### src/rtl/srrw_pkg.sv
`timescale 1ns / 1ps
// shared types and constants of the selective-repeat receive window
package srrw_pkg;

  localparam int unsigned SEQ_W     = 32;
  localparam int unsigned HANDLE_W  = 16;
  localparam int unsigned LEN_W     = 11;
  localparam int unsigned KIND_W    = 8;
  localparam int unsigned CFG_WIN_W = 5;
  localparam int unsigned APB_AW    = 3;
  localparam int unsigned APB_DW    = 32;

  localparam logic [KIND_W-1:0]    FRAME_KIND_DATA = 8'd3;
  localparam logic [CFG_WIN_W-1:0] WIN_RESET       = 5'd16;
  localparam logic [APB_AW-1:0]    ADDR_WINDOW     = 3'd0;

  typedef enum logic [1:0] {
    RES_DELIVER = 2'd0,
    RES_RR      = 2'd1,
    RES_SREJ    = 2'd2
  } res_kind_e;

  typedef struct packed {
    logic [SEQ_W-1:0]    seq_num;
    logic [HANDLE_W-1:0] payload_handle;
    logic [LEN_W-1:0]    payload_len;
    logic [KIND_W-1:0]   frame_kind;
    logic                checksum_ok;
  } frame_t;

  typedef struct packed {
    res_kind_e           result_kind;
    logic [HANDLE_W-1:0] out_handle;
    logic [LEN_W-1:0]    out_len;
    logic [SEQ_W-1:0]    report_seq;
    logic [SEQ_W-1:0]    control_count;
    logic                last;
  } result_t;

  // one parked frame in the slot memory
  typedef struct packed {
    logic [SEQ_W-1:0]    seq;
    logic [HANDLE_W-1:0] handle;
    logic [LEN_W-1:0]    len;
  } slot_t;

endpackage

### src/rtl/selective_repeat_receive_window.sv
`timescale 1ns / 1ps
// selective-repeat receive window: reorder slot memory, flush and control reporting
//
//   channel   ports                               transfer
//   -------   ---------------------------------   -----------------------------------
//   frame     start, busy, frame_i                start high and busy low at clk edge
//   result    res_strobe_o, result_o              one cycle, strobe high, no stall
//   config    psel, penable, pwrite, paddr, ...   psel & penable & pwrite (pready=1)
//
// steps: a dropped frame is ignored; an in-order or old frame has a transfer, then
// a control result. a parked frame runs the remainder unit, a slot write and the
// control result; a buffering-mode in-sequence frame runs the transfer, the remainder
// unit, the flush checks and the control result. the sequence-to-slot remainder unit
// works 4 bits a cycle, and each flush check is a slot memory read followed by a
// check, the last check finding no match unless the window limit stops it.
// reset: asynchronous, active low; clears mode, counters and all slot valid bits
// at once, no clearing pass. results cannot be stalled; busy covers all work.

module selective_repeat_receive_window
  import srrw_pkg::*;
#(
  parameter int unsigned MAX_WINDOW = 16
) (
  input  logic                clk_i,
  input  logic                rst_ni,
  // frame input
  input  logic                start,
  output logic                busy,
  input  frame_t              frame_i,
  // results
  output logic                res_strobe_o,
  output result_t             result_o,
  // configuration
  input  logic                psel,
  input  logic                penable,
  input  logic                pwrite,
  input  logic [APB_AW-1:0]   paddr,
  input  logic [APB_DW-1:0]   pwdata,
  output logic [APB_DW-1:0]   prdata,
  output logic                pready
);

  // slot index width and a width that holds the window itself
  localparam int unsigned SLOT_W = (MAX_WINDOW > 1) ? $clog2(MAX_WINDOW) : 1;
  localparam int unsigned RW     = $clog2(MAX_WINDOW + 1);
  localparam int unsigned TW     = RW + 4;

  typedef enum logic [5:0] {
    S_IDLE   = 6'b000001,
    S_MOD    = 6'b000010,
    S_PARK   = 6'b000100,
    S_FL_RD  = 6'b001000,
    S_FL_CHK = 6'b010000,
    S_CTRL   = 6'b100000
  } state_e;

  state_e state_q, state_d;

  logic [CFG_WIN_W-1:0]  win_q;
  logic                  mode_q, mode_d;           // 1: buffering mode
  logic [SEQ_W-1:0]      ne_q, ne_d;               // next expected
  logic [SEQ_W-1:0]      hs_q, hs_d;               // highest seen
  logic [SEQ_W-1:0]      cc_q, cc_d;               // control counter
  logic [MAX_WINDOW-1:0] valid_q, valid_d;

  // working copy of the current frame
  logic [SEQ_W-1:0]      seq_q, seq_d;
  logic [HANDLE_W-1:0]   hdl_q, hdl_d;
  logic [LEN_W-1:0]      len_q, len_d;

  // remainder unit, one nibble per cycle from the top
  logic [SEQ_W-1:0]      div_q, div_d;
  logic [RW-1:0]         rem_q, rem_d;
  logic [2:0]            nib_q, nib_d;
  logic [RW-1:0]         rem_step;

  logic [SLOT_W-1:0]     slot_q, slot_d;
  logic [RW-1:0]         steps_q, steps_d;
  logic                  park_q, park_d;           // remainder feeds park, else flush
  logic                  srej_q, srej_d;
  logic                  flush_q, flush_d;         // control kind follows the flush

  logic                  res_strobe_q, res_strobe_d;
  result_t               res_q, res_d;

  // slot memory, one read or one write a cycle, registered read data
  slot_t                 mem_q [MAX_WINDOW];
  slot_t                 rd_q;
  logic                  mem_we, mem_re;
  slot_t                 mem_wd;

  logic [RW-1:0]         w_eff;
  logic                  cfg_wr;
  logic                  srej_now;

  // effective window: zero acts as one, clamp at MAX_WINDOW
  always_comb begin
    if (win_q == '0) begin
      w_eff = RW'(1);
    end else if (32'(win_q) > MAX_WINDOW) begin
      w_eff = RW'(MAX_WINDOW);
    end else begin
      w_eff = RW'(win_q);
    end
  end

  // next slot after the one of sq, wrapping at the window and at 2^32
  function automatic logic [SLOT_W-1:0] slot_next(input logic [SLOT_W-1:0] s,
                                                  input logic [SEQ_W-1:0]  sq,
                                                  input logic [RW-1:0]     w);
    logic [RW:0] p;
    p = (RW + 1)'(s) + (RW + 1)'(1);
    if (&sq) begin
      return '0;
    end else if (p == {1'b0, w}) begin
      return '0;
    end else begin
      return SLOT_W'(p);
    end
  endfunction

  // one nibble of restoring remainder: four compare-subtract steps
  always_comb begin : rem_unit
    logic [TW-1:0] t;
    logic [TW-1:0] wk;
    t = {rem_q, div_q[SEQ_W-1 -: 4]};
    for (int k = 3; k >= 0; k--) begin
      wk = TW'(w_eff) << k;
      if (t >= wk) begin
        t = t - wk;
      end
    end
    rem_step = RW'(t);
  end

  // configuration port
  assign pready = 1'b1;
  assign cfg_wr = psel && penable && pwrite && (paddr == ADDR_WINDOW);

  always_comb begin
    if (paddr == ADDR_WINDOW) begin
      prdata = APB_DW'(win_q);
    end else begin
      prdata = '0;
    end
  end

  assign srej_now = flush_q ? (ne_q <= hs_q) : srej_q;

  // sequencer
  always_comb begin
    state_d      = state_q;
    mode_d       = mode_q;
    ne_d         = ne_q;
    hs_d         = hs_q;
    cc_d         = cc_q;
    valid_d      = valid_q;
    seq_d        = seq_q;
    hdl_d        = hdl_q;
    len_d        = len_q;
    div_d        = div_q;
    rem_d        = rem_q;
    nib_d        = nib_q;
    slot_d       = slot_q;
    steps_d      = steps_q;
    park_d       = park_q;
    srej_d       = srej_q;
    flush_d      = flush_q;
    res_strobe_d = 1'b0;
    res_d        = res_q;
    mem_we       = 1'b0;
    mem_re       = 1'b0;
    mem_wd       = '{seq: seq_q, handle: hdl_q, len: len_q};

    case (state_q)
      S_IDLE: begin
        if (start && frame_i.checksum_ok && frame_i.frame_kind == FRAME_KIND_DATA) begin
          seq_d   = frame_i.seq_num;
          hdl_d   = frame_i.payload_handle;
          len_d   = frame_i.payload_len;
          div_d   = frame_i.seq_num;
          rem_d   = '0;
          nib_d   = '0;
          steps_d = '0;
          flush_d = 1'b0;
          srej_d  = 1'b0;
          if (frame_i.seq_num == ne_q) begin
            // expected frame goes out right away
            res_strobe_d = 1'b1;
            res_d = '{result_kind: RES_DELIVER, out_handle: frame_i.payload_handle,
                      out_len: frame_i.payload_len, report_seq: '0,
                      control_count: '0, last: 1'b0};
            ne_d = ne_q + 1'b1;
            if (!mode_q) begin
              hs_d    = ne_q;
              state_d = S_CTRL;
            end else begin
              park_d  = 1'b0;
              state_d = S_MOD;
            end
          end else if (frame_i.seq_num > ne_q) begin
            park_d  = 1'b1;
            state_d = S_MOD;
          end else begin
            // old frame: plain RR
            state_d = S_CTRL;
          end
        end
      end

      S_MOD: begin
        div_d = div_q << 4;
        rem_d = rem_step;
        nib_d = nib_q + 3'd1;
        if (&nib_q) begin
          if (park_q) begin
            slot_d  = SLOT_W'(rem_step);
            state_d = S_PARK;
          end else begin
            slot_d  = slot_next(SLOT_W'(rem_step), seq_q, w_eff);
            state_d = S_FL_RD;
          end
        end
      end

      S_PARK: begin
        mem_we          = 1'b1;
        valid_d[slot_q] = 1'b1;
        if (!mode_q || seq_q > hs_q) begin
          hs_d = seq_q;
        end
        mode_d  = 1'b1;
        srej_d  = 1'b1;
        state_d = S_CTRL;
      end

      S_FL_RD: begin
        mem_re  = 1'b1;
        state_d = S_FL_CHK;
      end

      S_FL_CHK: begin
        if (valid_q[slot_q] && rd_q.seq == ne_q) begin
          res_strobe_d = 1'b1;
          res_d = '{result_kind: RES_DELIVER, out_handle: rd_q.handle,
                    out_len: rd_q.len, report_seq: '0,
                    control_count: '0, last: 1'b0};
          valid_d[slot_q] = 1'b0;
          ne_d    = ne_q + 1'b1;
          slot_d  = slot_next(slot_q, ne_q, w_eff);
          steps_d = steps_q + 1'b1;
          if ((RW + 1)'(steps_q) + (RW + 1)'(1) < (RW + 1)'(w_eff)) begin
            state_d = S_FL_RD;
          end else begin
            flush_d = 1'b1;
            state_d = S_CTRL;
          end
        end else begin
          flush_d = 1'b1;
          state_d = S_CTRL;
        end
      end

      S_CTRL: begin
        res_strobe_d = 1'b1;
        res_d = '{result_kind: srej_now ? RES_SREJ : RES_RR, out_handle: '0,
                  out_len: '0, report_seq: ne_q, control_count: cc_q, last: 1'b1};
        cc_d = cc_q + 1'b1;
        if (flush_q && !srej_now) begin
          mode_d = 1'b0;
        end
        state_d = S_IDLE;
      end

      default: begin
        state_d = S_IDLE;
      end
    endcase
  end

  // control state
  always_ff @(posedge clk_i or negedge rst_ni) begin
    if (!rst_ni) begin
      state_q      <= S_IDLE;
      win_q        <= WIN_RESET;
      mode_q       <= 1'b0;
      ne_q         <= '0;
      hs_q         <= '0;
      cc_q         <= '0;
      valid_q      <= '0;
      res_strobe_q <= 1'b0;
    end else begin
      state_q      <= state_d;
      mode_q       <= mode_d;
      ne_q         <= ne_d;
      hs_q         <= hs_d;
      cc_q         <= cc_d;
      valid_q      <= valid_d;
      res_strobe_q <= res_strobe_d;
      if (cfg_wr) begin
        win_q <= pwdata[CFG_WIN_W-1:0];
      end
    end
  end

  // working registers
  always_ff @(posedge clk_i) begin
    seq_q   <= seq_d;
    hdl_q   <= hdl_d;
    len_q   <= len_d;
    div_q   <= div_d;
    rem_q   <= rem_d;
    nib_q   <= nib_d;
    slot_q  <= slot_d;
    steps_q <= steps_d;
    park_q  <= park_d;
    srej_q  <= srej_d;
    flush_q <= flush_d;
    res_q   <= res_d;
  end

  // slot memory
  always_ff @(posedge clk_i) begin
    if (mem_we) begin
      mem_q[slot_q] <= mem_wd;
    end
    if (mem_re) begin
      rd_q <= mem_q[slot_q];
    end
  end

  assign busy         = (state_q != S_IDLE);
  assign res_strobe_o = res_strobe_q;
  assign result_o     = res_q;

  // checks
  a_state_onehot: assert property (@(posedge clk_i) disable iff (!rst_ni)
    $onehot(state_q))
    else $error("state register not one-hot");

  a_slot_in_window: assert property (@(posedge clk_i) disable iff (!rst_ni)
    (state_q == S_PARK || state_q == S_FL_RD) |-> (RW'(slot_q) < w_eff))
    else $error("slot index outside the window");

  a_ctrl_fields: assert property (@(posedge clk_i) disable iff (!rst_ni)
    (res_strobe_o && result_o.result_kind != RES_DELIVER) |->
      (result_o.out_handle == '0 && result_o.out_len == '0 && result_o.last))
    else $error("control result carries payload or is not last");

  a_deliver_not_last: assert property (@(posedge clk_i) disable iff (!rst_ni)
    (res_strobe_o && result_o.result_kind == RES_DELIVER) |-> !result_o.last)
    else $error("deliver result marked last");

  a_ctrl_count: assert property (@(posedge clk_i) disable iff (!rst_ni)
    (res_strobe_o && result_o.last) |-> (cc_q == result_o.control_count + 1'b1))
    else $error("control counter did not advance with the control result");

endmodule
### config.mk
export PLATFORM = sky130hd
export DESIGN_NAME = selective_repeat_receive_window
export DESIGN_NICKNAME = d
export VERILOG_FILES = /design/src/rtl/srrw_pkg.sv /design/src/rtl/selective_repeat_receive_window.sv
export SDC_FILE = /design/constraint.sdc
export NUM_CORES = 2
export LEC_CHECK = 0
export BUFFER_PORTS_ARGS = -buffer_cell sky130_fd_sc_hd__buf_2
export CELL_PAD_IN_SITES_DETAIL_PLACEMENT = 1
export CELL_PAD_IN_SITES_GLOBAL_PLACEMENT = 2
export CORE_MARGIN = 4
export CORE_UTILIZATION = 45
export DETAILED_ROUTE_END_ITERATION = 8
export PLACE_DENSITY_LB_ADDON = 0.1
export SLEW_MARGIN = 20
export SYNTH_ARGS = -nofsm -noshare
export SYNTH_HDL_FRONTEND = slang
export SYNTH_SLANG_ARGS = --single-unit
### constraint.sdc
create_clock -name clk_i -period 16.4 [get_ports clk_i]
set_input_delay 3.28 -clock clk_i [delete_from_list [all_inputs] [get_ports clk_i]]
set_output_delay 3.28 -clock clk_i [all_outputs]
set_load 0.01 [all_outputs]
After elaboration in Yosys (flattened, before gate mapping)
Memories as Yosys holds them, arrays and structs flattened. A register that Yosys moved wholly into a read port is not among the register bits. Cells that the tools add are included.

Memories: 1. Bits of input ports: 109. Output and inout port bits: 129. Memory bits (writable): 944. Flip-flop bits (word level): 330. Logic and storage cells: 180.

Mux-type cells: 71. $lt $le $gt $ge: 11. Reductions and logical operators: 37. Bitwise operators: 3. Equality and inequality tests: 21. Add/subtract/negate cells: 11.

Memories: mem_q (depth 16, bits a word 59, rd ports 1, clocked after Yosys merged registers in 1, wr ports 1, RTL line selective_repeat_receive_window.sv:87) `slot_t mem_q [MAX_WINDOW];`.

Operators by type and width (count): $mux W94 (3); $pmux W94 S3 (1); $mux W32 (8); $pmux W32 S2 (3); $add A32 B1 Y32 const B (2); $eq A32 B32 Y1 (2); $gt A32 B32 Y1 (2); $reduce_and A32 Y1 (2); $mux W6 (7); $le A32 B32 Y1 (1); $mux W4 (8); $pmux W16 S2 (1); $mux W5 (6); $pmux W6 S5 (1); $mux W9 (3); $pmux W5 S2 (2); $mux W1 (17); $and A16 B16 Y16 (1); $mux W16 (1); $ne A2 B2 Y1 const B (8); $not A16 Y16 (1); $or A16 B16 Y16 (1); $reduce_bool A2 Y1 (7); $reduce_and A2 Y1 (6); 43 further kinds (60).

Logic depth before layout (Yosys ltp)
Depth after elaboration: 18. Gate-level depth with buffers: 46.

Worst setup path before layout
OpenSTA, ideal clock, no wires.

Path type: reg2reg. From: reg win_q[1]. To: reg slot_q[2] (data pin). Data required time: 16117 ps. Path buffers: 2. Library setup time: 283 ps. Cell stages (with the launch flop): 46. Clock period less this slack: 9153 ps. Setup slack: 7247 ps. Arrival: 8871 ps. Path through: dfrtp_1 -> nor3_1 -> nor2_1 -> nor2_1 -> ha_1 -> inv_1 -> fa_1 -> a211o_1 -> nand3_1 -> and3_1 -> clkbuf_1 -> mux2i_1 -> inv_1 -> ha_1 -> a21o_1 -> a21oi_1 -> and2_1 -> and4_4 -> [... 10 more ...] -> a21oi_1 -> inv_1 -> ha_1 -> a21o_1 -> a21o_1 -> a21o_1 -> a21oi_1 -> o21ai_0 -> a211oi_4 -> mux2_2 -> inv_1 -> ha_1 -> inv_1 -> nor3b_1 -> a221o_1 -> a211oi_2 -> o41ai_2 -> o221ai_1.

Cells in the longest elaborated chain, start to end: 18. Elaborated cells on any way between the ends: 27.

RTL lines: from (decl) (RTL line selective_repeat_receive_window.sv:59) `logic [CFG_WIN_W-1:0] win_q;`; from (signal assigned) (RTL line selective_repeat_receive_window.sv:301) `win_q <= pwdata[CFG_WIN_W-1:0];`; $gt A5 B5 Y1 (RTL line selective_repeat_receive_window.sv:100) `end else if (32'(win_q) > MAX_WINDOW) begin`; $mux W5 (RTL line selective_repeat_receive_window.sv:100); $mux W5 * (RTL line selective_repeat_receive_window.sv:98) `if (win_q == '0) begin`; $sub A9 B8 Y9 or $ge A9 B8 Y1 (tied branches) (RTL line selective_repeat_receive_window.sv:130, selective_repeat_receive_window.sv:129); $mux W9 (RTL line selective_repeat_receive_window.sv:129) `if (t >= wk) begin`; $sub A9 B7 Y9 or $ge A9 B7 Y1 (tied branches) (RTL line selective_repeat_receive_window.sv:130, selective_repeat_receive_window.sv:129); $mux W9 (RTL line selective_repeat_receive_window.sv:129); $sub A9 B6 Y9 or $ge A9 B6 Y1 (tied branches) (RTL line selective_repeat_receive_window.sv:130, selective_repeat_receive_window.sv:129); [... 3 more ...]; net rem_unit.t[1] (RTL line selective_repeat_receive_window.sv:124) `logic [TW-1:0] t;`; $add A4 B1 Y5 * (RTL line selective_repeat_receive_window.sv:112) `p = (RW + 1)'(s) + (RW + 1)'(1);`; $eq A5 B5 Y1 (RTL line selective_repeat_receive_window.sv:115) `end else if (p == {1'b0, w}) begin`; $mux W4 * (RTL line selective_repeat_receive_window.sv:115); $mux W4 * (RTL line selective_repeat_receive_window.sv:113) `if (&sq) begin`; $mux W4 * (RTL line selective_repeat_receive_window.sv:216) `if (park_q) begin`; $mux W4 * (RTL line selective_repeat_receive_window.sv:215) `if (&nib_q) begin`; $pmux W4 S2 * (RTL line selective_repeat_receive_window.sv:175) `case (state_q)`; net slot_d[2] (RTL line selective_repeat_receive_window.sv:77) `logic [SLOT_W-1:0] slot_q, slot_d;`; to (signal assigned) (RTL line selective_repeat_receive_window.sv:314) `slot_q <= slot_d;`; to (decl) (RTL line selective_repeat_receive_window.sv:77).

The timed path passes the listed nets; every way through them passes the cells marked *. The select of a mux whose other input is x is not followed. A chain may end at the register's enable or synchronous reset.

Worst setup path in the final report
Same ends and word-level chain as after synthesis.

==> results.toml <==
[status]
outcome = "completed"

[grt]
grt_usage_pct = 21.5
grt_overflow = 0
grt_pass1_vias = 30200
grt_pass1_wl_um = 201000
grt_max_degree = 142
grt_antenna_before_repair = 0

[synthesis]
syn_area_per_cell_um2 = 19.1
netlist.top_cell.by_area = "edfxtp_1"
async_flop_share_pct = 9.38
ys_warn_count = 0
syn_inst = 2878
ys_seq_area_share_pct = 71.8
synth_area_leaders = "edfxtp_1 (66%), mux4_2 (12%), dfrtp_1 (5.6%)"
yosysTopAreaCellShare_pct = 66.1
synth_edf_count = 1208
synth_flop_cell = "edfxtp_1"
syn_area_um2 = 54900
synth_cell_types = 64
synth-seq-cells = 1333

[setup_path]
crit_arrival_ns = 11.16
cp_max_fo = 10
cp_slowest_cell = "a211oi_4"
cpPeakStageDelay_ns = 0.51
r2r-end = "slot_q[2]"
r2r-start = "win_q[1]"
start_kind = "register"
rr_worst_depth = 43
worst-setup-path-type = "reg -> reg"
end_kind = "register"
crit_required_ns = 16.84
reg2reg_slack_ns = 5.68
crit_top_cell = "inv_1"

[route]
vias = 27700
drc = 0
ant_nets = 0
drt_iter0_markers = 1950
first_pass_iters = 5
wire_per_inst_um = 27.8
vias_per_cell = 5.70
totalWireLength_um = 135000

[die]
initial_core_util_pct = 45.5
core_um2 = 120000
std_cell_rows = 127
die_h_um = 357
die_w_um = 357
ios = 238
die-area_um2 = 128000

[sta]
setup_tns_ns = 0
grt_setup_unrepaired = "false"
hold_viol_final = 0
min_period_ns = 10.72
timing.final.ws_setup_ns = 5.68
tightest_slew_ns = 1.07
final_max_slew_viol_count = 0
setup_viol = 0
max_freq_ghz = 0.0933
slew_headroom_pct = 28.6
period_share_pct = 65.4
clock_skew_ns = 0.0228

[place]
detailed_place_hpwl_um = 78800
place_area_um2 = 57700
place_ws_ns = 5.74
gp_congestion = 0.826
portBuffers = 182

[clock_network]
cts_buffers = 142
htreeDepth = 4
cts_setup_buffers = 0
cts_buffer_depth = 3
clock_sinks = 1333
cts_root_buffer = "clkbuf_16"
path_clk_slew_ns = 0.06
cts_hold_buf = 0
clkLatencyLatePin_ns = 0.74
tritoncts = "built"
ctsResizeCount = 0

[pwr]
p_per_area_nw_per_um2 = 118
p_int_mw = 5.70
p_leak_nw = 21.4
pwr-share-comb_pct = 6.9
p_seq_share_pct = 50.5
p_sw_mw = 1.61
pwr-share-clk_pct = 42.6
switching_share_pct = 22.0
ir_drop_v = 0.000110

[finish]
final_util_pct = 51.7
nNetsFinal = 3381
syn_to_final_growth_pct = 13.4
final_cell_area_um2 = 62200
drive_gt1_share_pct = 24.4
final_cell_mix = "edfxtp_1 (1208), mux4_2 (300), buf_2 (181)"
final_common_cell = "edfxtp_1"

[min_path]
holdPathEnd = "cc_q[31]"
hold_class = "reg -> reg"
holdPathStages = 1
min-delay-start = "cc_q[31]"

[job]
max-cap-violations = 0
## synthesized netlist by cell type, types with 6 or more instances
library cell,count
nand2b_1,17
mux2i_1,74
and2_1,54
nor4_1,12
nor2b_1,24
ha_1,130
dfrtp_1,123
xor2_1,16
nand4_1,53
a22o_1,27
a21o_1,49
buf_4,28
and4_1,8
nor3_1,16
mux4_2,300
clkbuf_1,70
buf_1,37
o21a_1,21
mux2_2,39
edfxtp_1,1208
nand2_1,71
a21oi_1,38
nor2_1,88
nand3_1,40
o21ai_0,29
xnor2_1,103
nand4b_1,6
inv_1,104
and3_1,22
## state kept, by name (all words and copies together) (netlist names), 16 cells and up, named ones only
signal,count
mem_q,944
result_o,94
rd_q,59
cc_q,32
div_q,32
hs_q,32
ne_q,32
seq_q,32
hdl_q,16
## cell families (layout without fill, tap and decap cells)
logic type	count (synthesis)	count (layout)	share of synthesized area (%)
AOI/OAI and AO/OA	208	208	2.68
xor gates and xnor gates	119	119	1.90
adders and majority gates	134	134	3.11
buffers and inverters	242	588	1.86
DFF	1333	1333	71.8
muxes	413	413	14.5
other	2	29	0.0137
and+or+nand+nor	427	427	4.15
## worst max-delay path: cells and delay by family, from the launching register on
family | cells | cell delay (ns)
buffers and inverters | 7 | 0.80
flip-flops | 1 | 0.45
AO/OA/AOI/OAI | 15 | 3.87
multiplexers | 3 | 1.24
adder cells (fa/ha/maj) | 6 | 1.92
AND/OR/NAND/NOR | 12 | 2.13
## stage by stage
stage                     power [mW]  std cells  hold WS (ns)
final                           7.31       4863         0.460
after global routing            7.60       4862         0.487
after CTS                       7.40       4862         0.466
after detailed placement        4.27       4606         0.454
after global placement          4.25       4606         0.454
after floorplan                 4.13       2904         0.437
## routing by layer
metal | global-route usage [%] | share of wire, % | vias to the layer above
li1 | - | - | 12000
met1 | 30.2 | 44 | 14900
met2 | 36.2 | 50 | 639
met3 | 2.98 | 4.2 | 146
met4 | 4.80 | 1.6 | 0
met5 | 0 | 0 | -
## power by group through the flow
stage | clock network, mW | registers [mW] | logic [mW]
2_1_floorplan | 0 | 3.77 | 0.365
5_1_grt | 3.35 | 3.69 | 0.563
3_5_place_dp | 0 | 3.76 | 0.507
4_1_cts | 3.19 | 3.69 | 0.510
3_3_place_gp | 0 | 3.76 | 0.484
6_report | 3.11 | 3.69 | 0.506
## how the worst max path moves through the flow
| stage | cells past startpoint | from | slack [ns] | endpoint |
|---|---|---|---|---|
| after detailed placement | 43 | win_q[1] | 5.74 | slot_q[2] |
| after floorplan | 45 | win_q[1] | 7.25 | slot_q[2] |
| after CTS | 43 | win_q[1] | 5.70 | slot_q[2] |
| after global placement | 43 | win_q[1] | 6.16 | slot_q[2] |
| final | 43 | win_q[1] | 5.68 | slot_q[2] |
| after global routing | 43 | win_q[1] | 4.85 | slot_q[2] |
## area by class of cell
cell class                      instances  area [um^2]
Antenna cell                            1         2.50
Clock buffer                          189         3840
Clock inverter                         67          663
Fill cell                           10900        58200
Inverter                              106          399
Multi-Input combinational cell       1329        14600
Sequential cell                      1333        39400
Tap cell                             1612         2020
Timing Repair Buffer                  226         1260
No activity file was read; power rests on OpenSTA's default activity.
